### src/sv/mi3_pkg.sv
// ----------------------------------------------------------------------------
// mi3_pkg
// types and constants shared by the 3x3 matrix inverse pipeline
// ----------------------------------------------------------------------------
`default_nettype none

package mi3_pkg;

  localparam int NumEnt   = 9;
  localparam int InW      = 16;
  localparam int CofW     = 33;
  localparam int DetW     = 49;
  localparam int MagW     = 32;
  localparam int DivW     = 48;
  localparam int QW       = 32;
  localparam int FracSh   = 24;
  localparam int DivSteps = QW;

  // operand indexes of the two products of each cofactor: x*y - z*w
  localparam int IdxX [NumEnt] = '{4, 2, 1, 5, 0, 2, 3, 1, 0};
  localparam int IdxY [NumEnt] = '{8, 7, 5, 6, 8, 3, 7, 6, 4};
  localparam int IdxZ [NumEnt] = '{5, 1, 2, 3, 2, 0, 4, 0, 1};
  localparam int IdxW [NumEnt] = '{7, 8, 4, 8, 6, 5, 6, 7, 3};

  typedef struct packed {
    logic [DivW-1:0] rem;
    logic [QW-1:0]   lo;
    logic [QW-1:0]   q;
    logic            neg;
    logic            ovf;
  } lane_t;

  typedef struct packed {
    lane_t [NumEnt-1:0] lane;
    logic [DivW-1:0]    dm;
    logic               singular;
  } div_t;

endpackage

`default_nettype wire

### src/sv/mi3_sat.sv
// ----------------------------------------------------------------------------
// mi3_sat
// output register: sign, saturation and singular masking
// ----------------------------------------------------------------------------
`default_nettype none

module mi3_sat (
  input  wire logic          clk,
  input  wire logic          rst,
  input  wire logic          in_valid,
  output logic               in_ready,
  input  wire mi3_pkg::div_t in_data,
  output logic               out_valid,
  input  wire logic          out_ready,
  output logic [mi3_pkg::QW-1:0] inv [mi3_pkg::NumEnt],
  output logic               singular
);

  localparam logic [mi3_pkg::QW-1:0] NegMax = {1'b1, {(mi3_pkg::QW-1){1'b0}}};
  localparam logic [mi3_pkg::QW-1:0] PosMax = {1'b0, {(mi3_pkg::QW-1){1'b1}}};

  logic                  v;
  logic [mi3_pkg::QW-1:0] res [mi3_pkg::NumEnt];

  assign in_ready  = !v || out_ready;
  assign out_valid = v;

  always_comb begin
    for (int k = 0; k < mi3_pkg::NumEnt; k++) begin
      if (in_data.singular) begin
        res[k] = '0;
      end else if (in_data.lane[k].neg) begin
        res[k] = (in_data.lane[k].ovf || in_data.lane[k].q > NegMax) ? NegMax
                                                                    : -in_data.lane[k].q;
      end else begin
        res[k] = (in_data.lane[k].ovf || in_data.lane[k].q[mi3_pkg::QW-1]) ? PosMax
                                                                          : in_data.lane[k].q;
      end
    end
  end

  always_ff @(posedge clk) begin
    if (rst) begin
      v <= 1'b0;
    end else if (in_ready) begin
      v <= in_valid;
    end
  end

  always_ff @(posedge clk) begin
    if (in_ready) begin
      inv      <= res;
      singular <= in_data.singular;
    end
  end

endmodule

`default_nettype wire

### config.mk
export PLATFORM = sky130hd
export DESIGN_NAME = mi3_sat
export DESIGN_NICKNAME = d
export VERILOG_FILES = /design/src/sv/mi3_pkg.sv /design/src/sv/mi3_sat.sv
export SDC_FILE = /design/constraint.sdc
export NUM_CORES = 1
export LEC_CHECK = 0
export BUFFER_PORTS_ARGS = -buffer_cell sky130_fd_sc_hd__buf_2
export CORE_AREA = 2 2 532 534
export DETAILED_ROUTE_END_ITERATION = 8
export DIE_AREA = 0 0 534 536
export PLACE_DENSITY_LB_ADDON = 0.25
export SLEW_MARGIN = 20
export SYNTH_ARGS = -nofsm -noshare
export SYNTH_HDL_FRONTEND = slang
export SYNTH_SLANG_ARGS = --single-unit
export TNS_END_PERCENT = 100
### constraint.sdc
create_clock -name clk -period 31.9 [get_ports clk]
set_input_delay 7.975 -clock clk [delete_from_list [all_inputs] [get_ports clk]]
set_output_delay 7.975 -clock clk [all_outputs]
set_load 0.01 [all_outputs]
==> results.yml <==
logic_synthesis:
  synth-async-reset-ratio: 0
  synth_edf_count: 289
  synthAdderAreaFrac: 0.006039
  synth.top_cell.area_share: 0.4654
  syn_nets: 3202
  ys_seq_elements: 290
  synth_cell_type_count: 81
  synth_top_family_by_area: "simple AND/OR/NAND/NOR gates"
  synth-main-ff-cell: "sky130_fd_sc_hd__edfxtp_1"
  yosysWarnings: 0
  postSynthCellCount: 2114
  seq_total_area_yosys: 0.4665
  syn-mean-instance-area_um2: 8.821
  post_synth_mux_area_share: 0.002751
  synth.largest_area_cell: "sky130_fd_sc_hd__edfxtp_1"
  syn-cell-area_mm2: 0.01865
  synth.top_cells.by_area: "sky130_fd_sc_hd__edfxtp_1 (47%), sky130_fd_sc_hd__nor2_1 (6.5%), sky130_fd_sc_hd__a21oi_1 (5.4%), sky130_fd_sc_hd__nand2_1 (4.7%), sky130_fd_sc_hd__a311oi_1 (4.3%)"
  post_synth_and_or_nand_nor_area_fraction: 0.2589
  synth-compound-area-share: 0.2235
  synthXorXnorAreaFrac: 0.004697
drt:
  initialDrtViolationCount: 1356
  routedWlPerCell_um: 18.75
  drt_pass1_iterations: 5
  residual_drc_count: 0
  route.vias.total: 20120
  finalWirelength_um: 121200
  via_per_inst: 3.112
  final_antenna_net_count: 0
clocking:
  cts.hold.buffers_added: 0
  clockBufferDepth: 3
  htree_levels: 2
  clockRootBuffer: "sky130_fd_sc_hd__clkbuf_16"
  cts_tree: "built"
  clock_sink_count: 290
  cts-buffers-inserted: 45
  clk_transition_reported_paths_ps: 60
  post_cts_resize_count: 0
  later_pin_clock_latency_in_the_skew_report_ps: 670
  cts_setup_buffers: 0
cells_and_area:
  mostFrequentLayoutCells: "sky130_fd_sc_hd__buf_2 (600), sky130_fd_sc_hd__nor2_1 (321), sky130_fd_sc_hd__edfxtp_1 (289), sky130_fd_sc_hd__nand2_1 (232), sky130_fd_sc_hd__a21oi_1 (202)"
  final_core_utilization: 0.09831
  area_growth_syn_to_layout_pct: 48.05
  layout_cells_sized_above_1: 0.2834
  postLayoutCellArea_mm2: 0.02761
  num-nets-final: 3753
  mostFrequentLayoutCell: "sky130_fd_sc_hd__buf_2"
  filler_cells_inserted: 32610
critical_path:
  critical_path.endpoint_type: "output pin"
  start_kind: "primary input"
  cp_slowest_cell: "sky130_fd_sc_hd__nand2b_4"
  crit_path_max_fanout: 4
  path_common_cell: "sky130_fd_sc_hd__buf_2"
  critPathMaxStageDelay_ps: 270
  timing.critical_path.max_delay_family: "buffers and inverters"
  endpoint_arrival_time_on_the_critical_path_ps: 8610
  critical_path_buf_inv_count: 2
  cp_data_required_time_ps: 23930
  path_cells: "buf_2 -> nand2b_4 -> buf_2"
  critical_path_class: "primary input to output pin"
die:
  floorplan.die_area_mm2: 0.2862
  dieWidth_um: 534
  core_region_area_mm2: 0.2808
  core.rowCount: 195
  starting_density: 0.06640
  io-pin-count: 1370
  die_y_um: 536
pwr:
  worst_ir_drop_vdd_v: 0.00003695
  report.power.total_mw: 1.195
  total_leakage_power_nw: 9.399
  power.density_mw_per_mm2: 43.27
global_route:
  initial_antenna_violation_count: 106
  maximum_number_of_pins_on_one_net_before_global_route_repair: 119
  grtUsageMet3: 0.03952
  grt.met1_usage: 0.09362
  grt_util_all_layers: 0.08116
  grt_pass1_wl_um: 162600
  globalRouteOverflowTotal: 0
  grt_pass1_vias: 19190
  grt_busiest_layer: "met2"
  groute.layer.met2.usage: 0.1292
flow_run:
  drv_cap: 0
placement:
  post-dp-hpwl_um: 97890
  io_buffer_count: 601
  place_area_mm2: 0.02615
  finalWeightedCongestion: 0.8173
min_path:
  hp-class: "flop to flop"
run_status:
  status: "finished clean"
timing:
  report.final.hold_viol_count: 0
  setup_repair_after_global_routing_missed_its_margin: "false"
  maxSlewHeadroom: 0.2618
  tightest_slew_ps: 1107
  post-route-min-period_ps: 16580
  slew_viol_final: 0
  finClkSkew_ps: 34.14
  report.final.setup_viol: 0
  setup_tns_final_ps: 0
  fmax_mhz: 60.30
  tcrit_tclk_final: 0.5199
cells in the mapped netlist (32+ instances only):
master,instances
sky130_fd_sc_hd__a21oi_1,202
sky130_fd_sc_hd__nand2_1,232
sky130_fd_sc_hd__a211oi_1,32
sky130_fd_sc_hd__nor3_1,113
sky130_fd_sc_hd__inv_1,46
sky130_fd_sc_hd__o22ai_1,48
sky130_fd_sc_hd__nand3_1,64
sky130_fd_sc_hd__o21ai_0,84
sky130_fd_sc_hd__nor4_1,51
sky130_fd_sc_hd__a311oi_1,92
sky130_fd_sc_hd__clkbuf_1,110
sky130_fd_sc_hd__or3_1,45
sky130_fd_sc_hd__edfxtp_1,289
sky130_fd_sc_hd__a31oi_1,73
sky130_fd_sc_hd__nor2_1,324
power by group:
part / switching, mW / internal, mW
sequential: 0.0127 / 0.460
combinational: 0.155 / 0.0674
clock: 0.217 / 0.283
path summary, 6_finish.rpt:
kind,from,end,slack (ps),cells past startpoint
hold / removal,out_valid$_SDFFE_PP0P_,inv[78]$_SDFFCE_PP0P_,1220,2
setup / recovery,out_ready,in_ready,15320,3
hold reg to reg,out_valid$_SDFFE_PP0P_,inv[78]$_SDFFCE_PP0P_,1220,2
setup reg to reg,out_valid$_SDFFE_PP0P_,inv[260]$_SDFFCE_PP0P_,29340,3
area by class of cell:
type	count	area, µm²	area share
Multi-Input combinational cell	1647	9320	0.3376
Clock buffer	52	1152	0.04174
Sequential cell	290	8698	0.3151
Clock inverter	26	239.0	0.008656
Tap cell	3743	4683	0.1696
Antenna cell	27	67.56	0.002447
Inverter	50	187.7	0.006798
Timing Repair Buffer	631	3261	0.1181
registers in the layout, summed over array words and instances, names as in the netlist:
register   count
singular       1
out_valid      1
inv          288
cell families (layout without fill, tap and decap cells):
kind of cell    Yosys count  in the layout
other cells               0             27
mux                       5              5
compound gates          637            637
flops                   290            290
simple gates            986            986
buf+inv                 177            759
xor+xnor                 10             10
fa+ha+maj                 9              9
worst min-delay path: cells and delay by family, from the launching register on:
| kind | cells | cell delay, ps |
|---|---|---|
| buffers and inverters | 1 | 350 |
| and+or+nand+nor | 1 | 210 |
| DFF | 1 | 370 |
through the flow:
stage | setup WS (ps) | hold WS, ps | instances
2_1_floorplan | 8954 | 6463 | 2114
3_3_place_gp | 15330 | 1264 | 6361
3_5_place_dp | 15330 | 1268 | 6361
4_1_cts | 15330 | 1286 | 6439
5_1_grt | 15310 | 1311 | 6452
6_report | 15320 | 1218 | 6466
routing by layer:
layer  wire (µm)  share of wire  up-vias
met5         402         0.0033        -
met4        4731          0.039       64
met3       13590           0.11      258
met2       54230           0.45      935
met1       48290           0.40     9508
li1            -              -     9356
(Power assumes the default switching activity.)
